### src/rtl/dvk_pkg.sv
// ----------------------------------------------------------------------------
// dvk_pkg
// Shared types and constants for the delta varint k-mer decoder.
// ----------------------------------------------------------------------------
`default_nettype none

package dvk_pkg;

   localparam int unsigned FRAG_WIDTH        = 16;
   localparam int unsigned KMER_WIDTH        = 64;
   localparam int unsigned GROUP_BITS        = 15;
   localparam int unsigned STOP_BIT_POS      = 15;
   localparam int unsigned COUNT_WIDTH       = 3;
   localparam int unsigned MAX_WORDS_DEFAULT = 5;

   typedef struct packed {
      logic [FRAG_WIDTH-1:0] fragment;
      logic                  restart;
   } req_type;

   typedef struct packed {
      logic [KMER_WIDTH-1:0] kmer_value;
      logic                  too_long;
   } rsp_type;

   // Result handed from the decode stage to the output register.
   typedef struct packed {
      logic    emit;
      rsp_type data;
   } core_result_type;

endpackage

`default_nettype wire

### src/rtl/dvk_core.sv
// ----------------------------------------------------------------------------
// dvk_core
// Decode stage: accumulates payload groups, adds the finished difference to
// the previous k-mer and keeps the running decoder state.
// ----------------------------------------------------------------------------
`default_nettype none

module dvk_core #(
   parameter int unsigned MAX_WORDS = dvk_pkg::MAX_WORDS_DEFAULT
) (
   input  wire                     clock,
   input  wire                     reset,
   input  wire                     item_valid,
   input  wire dvk_pkg::req_type   item_data,
   input  wire                     res_free,
   output logic                    item_take,
   output dvk_pkg::core_result_type result
);
   import dvk_pkg::*;

   localparam logic [COUNT_WIDTH:0] MaxWords = (COUNT_WIDTH+1)'(MAX_WORDS);

   logic [KMER_WIDTH-1:0]  acc_ff,  acc_in;
   logic [KMER_WIDTH-1:0]  prev_ff, prev_in;
   logic [COUNT_WIDTH-1:0] cnt_ff,  cnt_in;

   logic [KMER_WIDTH-1:0]  acc_cur;
   logic [KMER_WIDTH-1:0]  prev_cur;
   logic [COUNT_WIDTH-1:0] cnt_cur;
   logic [COUNT_WIDTH:0]   count;
   logic [KMER_WIDTH-1:0]  merged;
   logic [KMER_WIDTH-1:0]  shifted;
   logic [KMER_WIDTH-1:0]  addend;
   logic [KMER_WIDTH-1:0]  sum;
   logic                   stop;
   logic                   overlong;
   logic                   emit;

   always_comb begin
      // restart drops any partial difference and the previous value
      acc_cur  = item_data.restart ? '0 : acc_ff;
      prev_cur = item_data.restart ? '0 : prev_ff;
      cnt_cur  = item_data.restart ? '0 : cnt_ff;
      count    = {1'b0, cnt_cur} + (COUNT_WIDTH+1)'(1);
      stop     = item_data.fragment[STOP_BIT_POS];
      merged   = acc_cur | KMER_WIDTH'(item_data.fragment[GROUP_BITS-1:0]);
      shifted  = merged << GROUP_BITS;
      overlong = !stop && (count >= MaxWords);
      emit     = stop || overlong;
      addend   = stop ? merged : shifted;
      sum      = prev_cur + addend;
   end

   // Words that yield no result never wait on the output side.
   assign item_take = item_valid && (!emit || res_free);

   always_comb begin
      acc_in  = acc_ff;
      prev_in = prev_ff;
      cnt_in  = cnt_ff;
      if (item_take) begin
         if (emit) begin
            acc_in  = '0;
            cnt_in  = '0;
            prev_in = sum;
         end else begin
            acc_in  = shifted;
            cnt_in  = count[COUNT_WIDTH-1:0];
            prev_in = prev_cur;
         end
      end
   end

   always_comb begin
      result.emit            = item_take && emit;
      result.data.kmer_value = sum;
      result.data.too_long   = overlong;
   end

   always_ff @(posedge clock) begin
      if (reset) begin
         acc_ff  <= '0;
         prev_ff <= '0;
         cnt_ff  <= '0;
      end else begin
         acc_ff  <= acc_in;
         prev_ff <= prev_in;
         cnt_ff  <= cnt_in;
      end
   end

endmodule

`default_nettype wire

### src/rtl/dvk_out.sv
// ----------------------------------------------------------------------------
// dvk_out
// Result register: holds a decoded k-mer until the receiver takes it.
// ----------------------------------------------------------------------------
`default_nettype none

module dvk_out (
   input  wire                      clock,
   input  wire                      reset,
   input  wire dvk_pkg::core_result_type result,
   output logic                     res_free,
   output logic                     rsp_valid,
   input  wire                      rsp_stall,
   output dvk_pkg::rsp_type         rsp_data
);
   import dvk_pkg::*;

   logic    valid_ff, valid_in;
   rsp_type data_ff,  data_in;

   // free when empty or when the held result transfers this cycle
   assign res_free = !valid_ff || !rsp_stall;

   always_comb begin
      valid_in = valid_ff && rsp_stall;
      data_in  = data_ff;
      if (result.emit) begin
         valid_in = 1'b1;
         data_in  = result.data;
      end
   end

   always_ff @(posedge clock) begin
      if (reset) begin
         valid_ff <= 1'b0;
      end else begin
         valid_ff <= valid_in;
      end
   end

   always_ff @(posedge clock) begin
      data_ff <= data_in;
   end

   assign rsp_valid = valid_ff;
   assign rsp_data  = data_ff;

endmodule

`default_nettype wire

### src/rtl/delta_varint_kmer_decoder_unit.sv
// ----------------------------------------------------------------------------
// delta_varint_kmer_decoder_unit
// Rebuilds sorted 64-bit k-mers from a stream of 15-bit difference groups.
// ----------------------------------------------------------------------------
// The unit takes one coded word per cycle and sustains that rate with no
// bubbles while the result side keeps up. A word passes an input register,
// then the decode stage ORs its group into the accumulator and, on a stop
// word or on the MAX_WORDS-th word without one, adds the difference to the
// previous k-mer in a single 64-bit add that sets the critical path; the sum
// lands in the result register on the edge after the decode stage takes its
// last word, so rsp_valid rises in the cycle after that take. Words that finish
// no difference are absorbed even while a result is held.
`default_nettype none

module delta_varint_kmer_decoder_unit #(
   parameter int unsigned MAX_WORDS = dvk_pkg::MAX_WORDS_DEFAULT
) (
   input  wire              clock,
   input  wire              reset,
   input  wire              req_valid,
   output logic             req_stall,
   input  wire dvk_pkg::req_type req_data,
   output logic             rsp_valid,
   input  wire              rsp_stall,
   output dvk_pkg::rsp_type rsp_data
);
   import dvk_pkg::*;

   logic            in_valid_ff, in_valid_in;
   req_type         in_data_ff,  in_data_in;
   logic            item_take;
   logic            res_free;
   logic            req_take;
   core_result_type result;

   assign req_stall = in_valid_ff && !item_take;
   assign req_take  = req_valid && !req_stall;

   always_comb begin
      in_valid_in = in_valid_ff && !item_take;
      in_data_in  = in_data_ff;
      if (req_take) begin
         in_valid_in = 1'b1;
         in_data_in  = req_data;
      end
   end

   always_ff @(posedge clock) begin
      if (reset) begin
         in_valid_ff <= 1'b0;
      end else begin
         in_valid_ff <= in_valid_in;
      end
   end

   always_ff @(posedge clock) begin
      in_data_ff <= in_data_in;
   end

   dvk_core #(
      .MAX_WORDS(MAX_WORDS)
   ) u_core (
      .clock      (clock),
      .reset      (reset),
      .item_valid (in_valid_ff),
      .item_data  (in_data_ff),
      .res_free   (res_free),
      .item_take  (item_take),
      .result     (result)
   );

   dvk_out u_out (
      .clock     (clock),
      .reset     (reset),
      .result    (result),
      .res_free  (res_free),
      .rsp_valid (rsp_valid),
      .rsp_stall (rsp_stall),
      .rsp_data  (rsp_data)
   );

endmodule

`default_nettype wire

### config.mk
export PLATFORM = sky130hd
export DESIGN_NAME = delta_varint_kmer_decoder_unit
export DESIGN_NICKNAME = d
export VERILOG_FILES = /design/src/rtl/dvk_pkg.sv /design/src/rtl/dvk_core.sv /design/src/rtl/dvk_out.sv /design/src/rtl/delta_varint_kmer_decoder_unit.sv
export SDC_FILE = /design/constraint.sdc
export NUM_CORES = 1
export LEC_CHECK = 0
export BUFFER_PORTS_ARGS = -buffer_cell sky130_fd_sc_hd__clkbuf_2
export CAP_MARGIN = 15
export CORE_MARGIN = 4
export CORE_UTILIZATION = 30
export DETAILED_ROUTE_END_ITERATION = 8
export SLEW_MARGIN = 40
export SYNTH_ARGS = -nofsm -noshare
export SYNTH_HDL_FRONTEND = slang
export SYNTH_HIERARCHICAL = 1
export SYNTH_SLANG_ARGS = --single-unit
### constraint.sdc
create_clock -name clock -period 6.55 [get_ports clock]
set_clock_uncertainty 0.15 [all_clocks]
set_input_delay 0.655 -clock clock [delete_from_list [all_inputs] [get_ports clock]]
set_output_delay 0.655 -clock clock [all_outputs]
set_load 0.1 [all_outputs]
# Word-level counts from Yosys, hierarchy flattened
# Index checks and enable logic that the tools add are counted.
# classes
add_sub_neg	2
n_mul	0
n_div	0
order_cmp	1
n_eq_ne	0
shift	0
n_mux	9
bitwise	1
n_reduce_logical	15
# op_table
op	count
$mux W64	5
$add A64 B64 Y64	1
$or A64 B15 Y64	1
$logic_and A1 B1 Y1	6
$logic_not A1 Y1	6
$mux W3	2
$add A3 B1 Y4 const B	1
$ge A4 B3 Y1 const B	1
$logic_or A1 B1 Y1	3
$mux W1	2
# word_totals
reg_bits	215
latchBits	0
ram_bits	0
romBits	0
input_bits	21
elab_cells	37
memories	0

# Longest topological paths before layout
# Gate-level depths: netlist of the first run.
# logic_depth
ltp_word	13
ltp_mapped	17
depth_no_buf	13

# Cells and area by module
# Netlist of the first run, hierarchy kept.
# by_module_without_submodules
mod	instances	cells_each	area_each_um2	seq_area_each_um2
dvk_core	1	1153	9172.5	2322.2
dvk_out	1	69	1984.4	1971.9
delta_varint_kmer_decoder_unit	1	21	560.5	530.5

# Least setup slack after synthesis of the first run
# Ideal clock, no wire load.
# synth_path
path_type	reg2reg
startpoint	register in_data_ff[16] (netlist name)
endpoint	register u_out.data_ff (netlist bit u_out/rsp_data[62]), data pin
setup_time_ps	266
arrival_ps	3880
path_slack_ps	2254
path_stages_with_launch	16
n_path_buf	4
period_less_slack_ps	4296
cell_sequence	edfxtp_1 clkbuf_1 buf_1 clkbuf_1 a31o_2 ha_1 clkbuf_8 nand4_1 or2_1 or3_1 o211a_4 o31ai_4 a31oi_4 o31ai_4 a41oi_1 xnor2_1
# synth_rtl
element	line	text
start, declared	delta_varint_kmer_decoder_unit.sv:30	req_type in_data_ff, in_data_in;
start signal, assigned	delta_varint_kmer_decoder_unit.sv:57	in_data_ff <= in_data_in;
end signal, assigned	dvk_out.sv:42	data_ff <= data_in;
end, declared	dvk_out.sv:19	rsp_type data_ff, data_in;

==> results.ini, run 1 <==
[run_status]
result_of_the_run = complete, no violations

[timing]
max_slew.worst_pin.slew_ps = 749
min_period_over_period = 0.761
fmax_ghz = 0.201
final.min_clock_period_ps = 4990
hold_viol_final = 0
slew_violations = 0
unrepaired_setup_endpoints_after_global_routing = false
hold_ws_ps = 230
setup-violations-final = 0
slew_headroom = 0.500
setup-tns-final_ps = 0

[cts]
clock_sinks = 200
clkTransAtPathRegs_ps = 70
cts_repair_resize_count = 0
cts-htree-levels = 4
tritoncts = done
clk_path_buf_depth = 2
cts_inserted_buffers = 17
post-cts-setup-buffer-count = 0
postCtsHoldBufs = 0
clock-root-buffer = sky130_fd_sc_hd__clkbuf_16
worstSkewPairLatency_ps = 450

[grt]
global_route.usage.met3 = 0.0235
maximum_number_of_pins_on_one_net_before_global_route_repair = 66
use_met2 = 0.240
grt_antenna_before_repair = 0
grt-busiest-layer = met2
use_met1 = 0.212
wire_length_of_the_first_global_routing_pass_mm = 50.4
vias_in_the_first_global_route = 9077
track_usage = 0.151
overflow = 0

[route]
route.detailed.vias_per_inst = 5.18
post-route-drc-count = 0
wl_per_instance_um = 17.7
ant_nets = 0
dr.pass1.iters = 5
detail_route.wirelength_mm = 31.9
vias = 9374
drtIter0Drc = 682

[synth]
synth_async_sr_flop_share = 0
synth.net_count = 1329
synth_enable_flop_cells = 82
ys_seq_elements = 200
synth.cell_area_mm2 = 0.0117
postSynthCellCount = 1243
yosysSeqAreaShare = 0.412
synth-warning-count = 6
synth.avg_cell_area_um2 = 9.43
dominantRegCellSynth = sky130_fd_sc_hd__dfxtp_1
count_of_cell_types_in_the_netlist = 78

[critical_path]
critPathCapture = u_out/rsp_data[62]
critical_path_depth = 13
timing.critical_path.from_type = flop
r2r_start = in_data_ff[0]
reg2reg_depth = 13
critPathArrivalTime_ps = 5030
worst_r2r_endpoint = u_out/rsp_data[62]
critPathMaxStageDelay_ps = 580
cell_chain_critical_path = buf_4, clkinv_1, a31o_2, ha_1, nand4_1, or2_1, or3_1, o211a_4, o31ai_4, a31oi_4, o31ai_4, a41oi_1, xnor2_1
timing.critical_path.slowest_stage_cell = sky130_fd_sc_hd__clkinv_1
largest_fanout_on_the_critical_path = 39
critical_path.top_delay_family = compound AO/OA/AOI/OAI gates
timing.critical_path.from = in_data_ff[0]
crit_buf_inv = 2
r2r_setup_slack_ps = 1560
timing.critical_path.required_ps = 6590
crit_type = reg2reg
critPathMostFrequentCell = sky130_fd_sc_hd__o31ai_4
endpoint_kind = flop

[hold_path]
min_path_type = in2reg
hold_path_startpoint = req_data[1]

[placed_design]
dp_hpwl_mm = 23.3
gp_routability_congestion = 0.826
port-buffer-count = 87
number_of_placed_cells_counting_well_taps = 1776

[die]
floorplan.die.height_um = 206
die_area_mm2 = 0.0423
core-area_mm2 = 0.0386
die_width_um = 206
floorplan.initialDensity = 0.303
num_rows = 72
num_io_pins = 88

[layout]
num-nets-final = 1363
layout-drive-gt1-share = 0.136
syn2layout_area_growth_pct = 11.9
finish.cell_count_without_fillers = 1808
postLayoutCoreUtil = 0.339
n_fill_cell = 3927
antenna_cells = 0

[power]
worst_ir_drop_vdd_mv = 0.188
powerDensity_mw_per_mm2 = 211
power.total_mw = 2.77
lkg_pwr_nw = 5.37

[run]
maxCapViolations = 0

-- power by group --
part           total (mW)  leakage [nW]  switching, mW  internal [mW]
registers            1.36          1.71         0.0228           1.33
clock network        1.06         0.294          0.501          0.560
logic               0.349          3.36          0.272         0.0776
-- worst min-delay path by stage --
stage               depth (start not counted)  slack, ps            endpoint
floorplan                                   2        280  u_core/prev_ff[58]
global placement                            2        300  u_core/prev_ff[59]
detailed placement                          1        310  u_core/prev_ff[53]
CTS                                         1        210       in_data_ff[1]
global route                                1        210       in_data_ff[1]
finish                                      1        230       in_data_ff[1]
-- Yosys cell counts (all sizes together) (4+ instances only) --
cell / number / area (um^2)
nand3: 13 / 65.1
o21a: 5 / 37.5
a31oi: 6 / 52.6
a21o: 50 / 378
nor2: 154 / 581
or3: 7 / 45.1
dfxtp: 118 / 2360
buf: 19 / 130
o211ai: 6 / 55.1
a22oi: 82 / 616
clkbuf: 65 / 274
o21bai: 18 / 135
nor3: 13 / 65.1
and2: 21 / 131
nor2b: 86 / 546
and3: 5 / 32.5
o21ai: 35 / 179
xnor2: 38 / 333
a22o: 28 / 245
nor3b: 4 / 30.0
o31ai: 9 / 100
nand4: 28 / 175
ha: 64 / 801
a21oi: 85 / 433
nand2: 66 / 248
inv: 19 / 71.3
a31o: 15 / 131
xor2: 23 / 209
mux2i: 36 / 360
edfxtp: 82 / 2460
-- cell usage in the layout (no fill, tap or decap), types with 48 or more instances in the layout --
cell / synthesis / routed
sky130_fd_sc_hd__ha_1: 64 / 64
sky130_fd_sc_hd__clkbuf_2: 0 / 87
sky130_fd_sc_hd__a21o_1: 48 / 48
sky130_fd_sc_hd__a22oi_1: 82 / 82
sky130_fd_sc_hd__a21oi_1: 83 / 83
sky130_fd_sc_hd__edfxtp_1: 82 / 82
sky130_fd_sc_hd__dfxtp_1: 118 / 118
sky130_fd_sc_hd__nor2b_1: 85 / 84
sky130_fd_sc_hd__nor2_1: 153 / 152
sky130_fd_sc_hd__nand2_1: 66 / 66
-- metal layers --
metal  wire (um)  part of all wire  up-vias
li1            -                 -     4598
met1       15200              0.48     4576
met2       15000              0.47      173
met3        1100             0.034       27
met4         571             0.018        0
met5           0                 0        -
-- state kept, by name (all words and copies together), names as in the netlist --
signal / flops
u_core/acc_ff: 49
u_out/rsp_data: 65
u_out/rsp_valid: 1
in_valid_ff: 1
u_core/cnt_ff: 3
u_core/prev_ff: 64
in_data_ff: 17
-- kinds of logic after synthesis --
group,share of synthesized area
flops,0.412
simple gates,0.171
fa+ha+maj,0.0700
xor+xnor,0.0462
mux,0.0308
compound gates,0.226
buf+inv,0.0444
-- metrics by stage --
stage	worst slack (ps)	cell area, um^2
after floorplan	2250	11700
after global placement	1670	12500
after detailed placement	1610	12500
after CTS	1580	13100
after global routing	1300	13100
final	1560	13100
-- area by class of cell --
type / count / area (um^2) / share of cell area
Inverter: 20 / 75.1 / 0.00572
Timing Repair Buffer: 101 / 568 / 0.0433
Clock buffer: 22 / 507 / 0.0386
Sequential cell: 200 / 4820 / 0.368
Tap cell: 518 / 648 / 0.0494
Clock inverter: 10 / 80.1 / 0.00611
Multi-Input combinational cell: 937 / 6410 / 0.489
Power figures use the tool's default switching activity.
==> run 2: changes to the inputs <==
- clock period: 6.55 -> 4.7 ns (I/O delays scaled with it)
==> run 2 against run 1 <==
Power increased by 39%. Sequential power increased by 39%. Cell area increased by 0.50%. Worst setup slack got worse by 1100 ps. Register-to-register slack got worse by 1100 ps. Sequential share of layout area decreased by 0.18 points. Non-clock buffer count increased by 12. Via count increased by 1.5%. Flip-flop and latch count unchanged. Count of clock-buffer cells in the layout decreased by 4. Clock power increased by 37%. Die area unchanged. Highest routed layer unchanged.
==> results.ini, run 2 (synthesis gave the netlist of run 1 again) <==
[hold_path]
min_path_type = in2reg  ; unchanged
hold-path-cell-count = 1  ; unchanged

[cts]
clk_path_buf_depth = 2  ; unchanged
cts-htree-levels = 4  ; unchanged
postCtsHoldBufs = 0  ; unchanged
cts_inserted_buffers = 17  ; unchanged
tritoncts = done  ; unchanged
post-cts-setup-buffer-count = 0  ; unchanged
cts_repair_resize_count = 0  ; unchanged
clock-root-buffer = sky130_fd_sc_hd__clkbuf_16  ; unchanged
clock_sinks = 200  ; unchanged
clkTransAtPathRegs_ps = 80  ; was 70 ps
worstSkewPairLatency_ps = 460  ; was 450 ps

[timing]
min_period_over_period = 0.897  ; was 0.761
fmax_ghz = 0.237  ; was 0.201 GHz
slew_violations = 0  ; unchanged
unrepaired_setup_endpoints_after_global_routing = false  ; unchanged
final.min_clock_period_ps = 4220  ; was 4990 ps
setup-tns-final_ps = 0  ; unchanged
min_setup_slack_post_route_ps = 485  ; was 1560 ps
max_slew.worst_pin.slew_ps = 715  ; was 749 ps
setup-violations-final = 0  ; unchanged
slew_headroom = 0.523  ; was 0.500
hold_viol_final = 0  ; unchanged
hold_ws_ps = 35.5  ; was 230 ps

[critical_path]
crit_type = reg2reg  ; unchanged
critPathMaxStageDelay_ps = 430  ; was 580 ps
crit_buf_inv = 1  ; was 2
critical_path.top_delay_family = compound AO/OA/AOI/OAI gates  ; unchanged
reg2reg_depth = 14  ; was 13
endpoint_kind = flop  ; unchanged
critPathMostFrequentCell = sky130_fd_sc_hd__a21oi_1  ; was sky130_fd_sc_hd__o31ai_4
critPathArrivalTime_ps = 4280  ; was 5030 ps
timing.critical_path.required_ps = 4760  ; was 6590 ps
largest_fanout_on_the_critical_path = 22  ; was 39
timing.critical_path.from_type = flop  ; unchanged
cell_chain_critical_path = buf_4, mux2i_1, nor2_1, ha_1, a21oi_1, o21ai_0, a221o_1, a21oi_1, nand3b_1, a21o_1, a21oi_1, a221o_1, a21oi_1, xnor2_1  ; was buf_4, clkinv_1, a31o_2, ha_1, nand4_1, or2_1, or3_1, o211a_4, o31ai_4, a31oi_4, o31ai_4, a41oi_1, xnor2_1
timing.critical_path.slowest_stage_cell = sky130_fd_sc_hd__ha_1  ; was sky130_fd_sc_hd__clkinv_1
critical_path_depth = 14  ; was 13

[grt]
overflow = 0  ; unchanged
vias_in_the_first_global_route = 9415  ; was 9077
maximum_number_of_pins_on_one_net_before_global_route_repair = 66  ; unchanged
track_usage = 0.157  ; was 0.151
wire_length_of_the_first_global_routing_pass_mm = 52.1  ; was 50.4 mm
grt_antenna_before_repair = 0  ; unchanged

[route]
route.detailed.vias_per_inst = 5.23  ; was 5.18
wl_per_instance_um = 18.2  ; was 17.7 um
post-route-drc-count = 0  ; unchanged
vias = 9517  ; was 9374
wl_met1_mm = 15.7  ; was 15.2 mm
met2_routed_wl_mm = 15.6  ; was 15.0 mm
ant_nets = 0  ; unchanged
detail_route.wirelength_mm = 33.1  ; was 31.9 mm
highest_layer = met4  ; unchanged
drtIter0Drc = 734  ; was 682
routed-wl-met3_mm = 1.18  ; was 1.10 mm
dr.pass1.iters = 5  ; unchanged

[run]
maxCapViolations = 0  ; unchanged

[layout]
num-nets-final = 1375  ; was 1363
layout-drive-gt1-share = 0.144  ; was 0.136
n_fill_cell = 3948  ; was 3927
largest_reg_flops = 65  ; unchanged
syn2layout_area_growth_pct = 12.5  ; was 11.9%
design_area_final_mm2 = 0.0132  ; was 0.0131 mm^2
layout.cells.most_common = sky130_fd_sc_hd__nor2_1  ; unchanged
layout_common_cells = sky130_fd_sc_hd__nor2_1 (152), sky130_fd_sc_hd__dfxtp_1 (118), sky130_fd_sc_hd__clkbuf_2 (87)  ; unchanged
antenna_cells = 0  ; unchanged

[placed_design]
dp_hpwl_mm = 24.6  ; was 23.3 mm
post_dp_area_mm2 = 0.0126  ; was 0.0125 mm^2
dpl_ws_ps = 450  ; was 1610 ps
port-buffer-count = 87  ; unchanged
gp_routability_congestion = 0.898  ; was 0.826

[run_status]
result_of_the_run = complete, no violations  ; unchanged

[die]
die_area_mm2 = 0.0423  ; unchanged
floorplan.die.height_um = 206  ; unchanged
floorplan.initialDensity = 0.303  ; unchanged
num_rows = 72  ; unchanged
die_width_um = 206  ; unchanged
core-area_mm2 = 0.0386  ; unchanged
num_io_pins = 88  ; unchanged

[power]
lkg_pwr_nw = 5.42  ; was 5.37 nW
powerDensity_mw_per_mm2 = 291  ; was 211 mW/mm^2
worst_ir_drop_vdd_mv = 0.295  ; was 0.188 mV

==> run 2: path summary, 6_finish.rpt <==
kind / slack (ps) / to / startpoint
worst min register to register: 330 / u_core/prev_ff[31] / u_core/prev_ff[31]
worst min-delay path: 40 / in_data_ff[7] / req_data[7]
worst max register to register: 480 / u_out/rsp_data[59] / in_data_ff[16]
worst max-delay path: 480 / u_out/rsp_data[59] / in_data_ff[16]
==> run 2: through the flow <==
| step | cells | utilization | power (mW) |
|---|---|---|---|
| 2_1_floorplan | 1243 | - | 2.31 |
| 3_3_place_gp | 1787 | 0.326 | 2.42 |
| 3_5_place_dp | 1787 | 0.326 | 2.43 |
| 4_1_cts | 1819 | 0.341 | 3.88 |
| 5_1_grt | 1820 | 0.341 | 3.98 |
| 6_report | 1820 | 0.341 | 3.84 |
==> run 2: power breakdown <==
part	switching [mW]	total, mW	internal, mW
Combinational	0.385	0.498	0.113
Clock	0.746	1.45	0.705
Sequential	0.0320	1.89	1.86
Total	1.16	3.84	2.67
==> run 2: area by class of cell <==
cell class / count / area, um^2 / share of cell area
Tap cell: 518 / 648 / 0.0492
Clock buffer: 18 / 429 / 0.0326
Clock inverter: 14 / 135 / 0.0103
Multi-Input combinational cell: 937 / 6410 / 0.487
Inverter: 20 / 75.1 / 0.00570
Sequential cell: 200 / 4820 / 0.366
Timing Repair Buffer: 113 / 656 / 0.0497
==> run 2: per-layer routing <==
metal	vias up	global-route usage
met3	42	0.0274
met4	0	0.0469
met1	4627	0.212
li1	4615	-
met2	233	0.256
met5	-	0
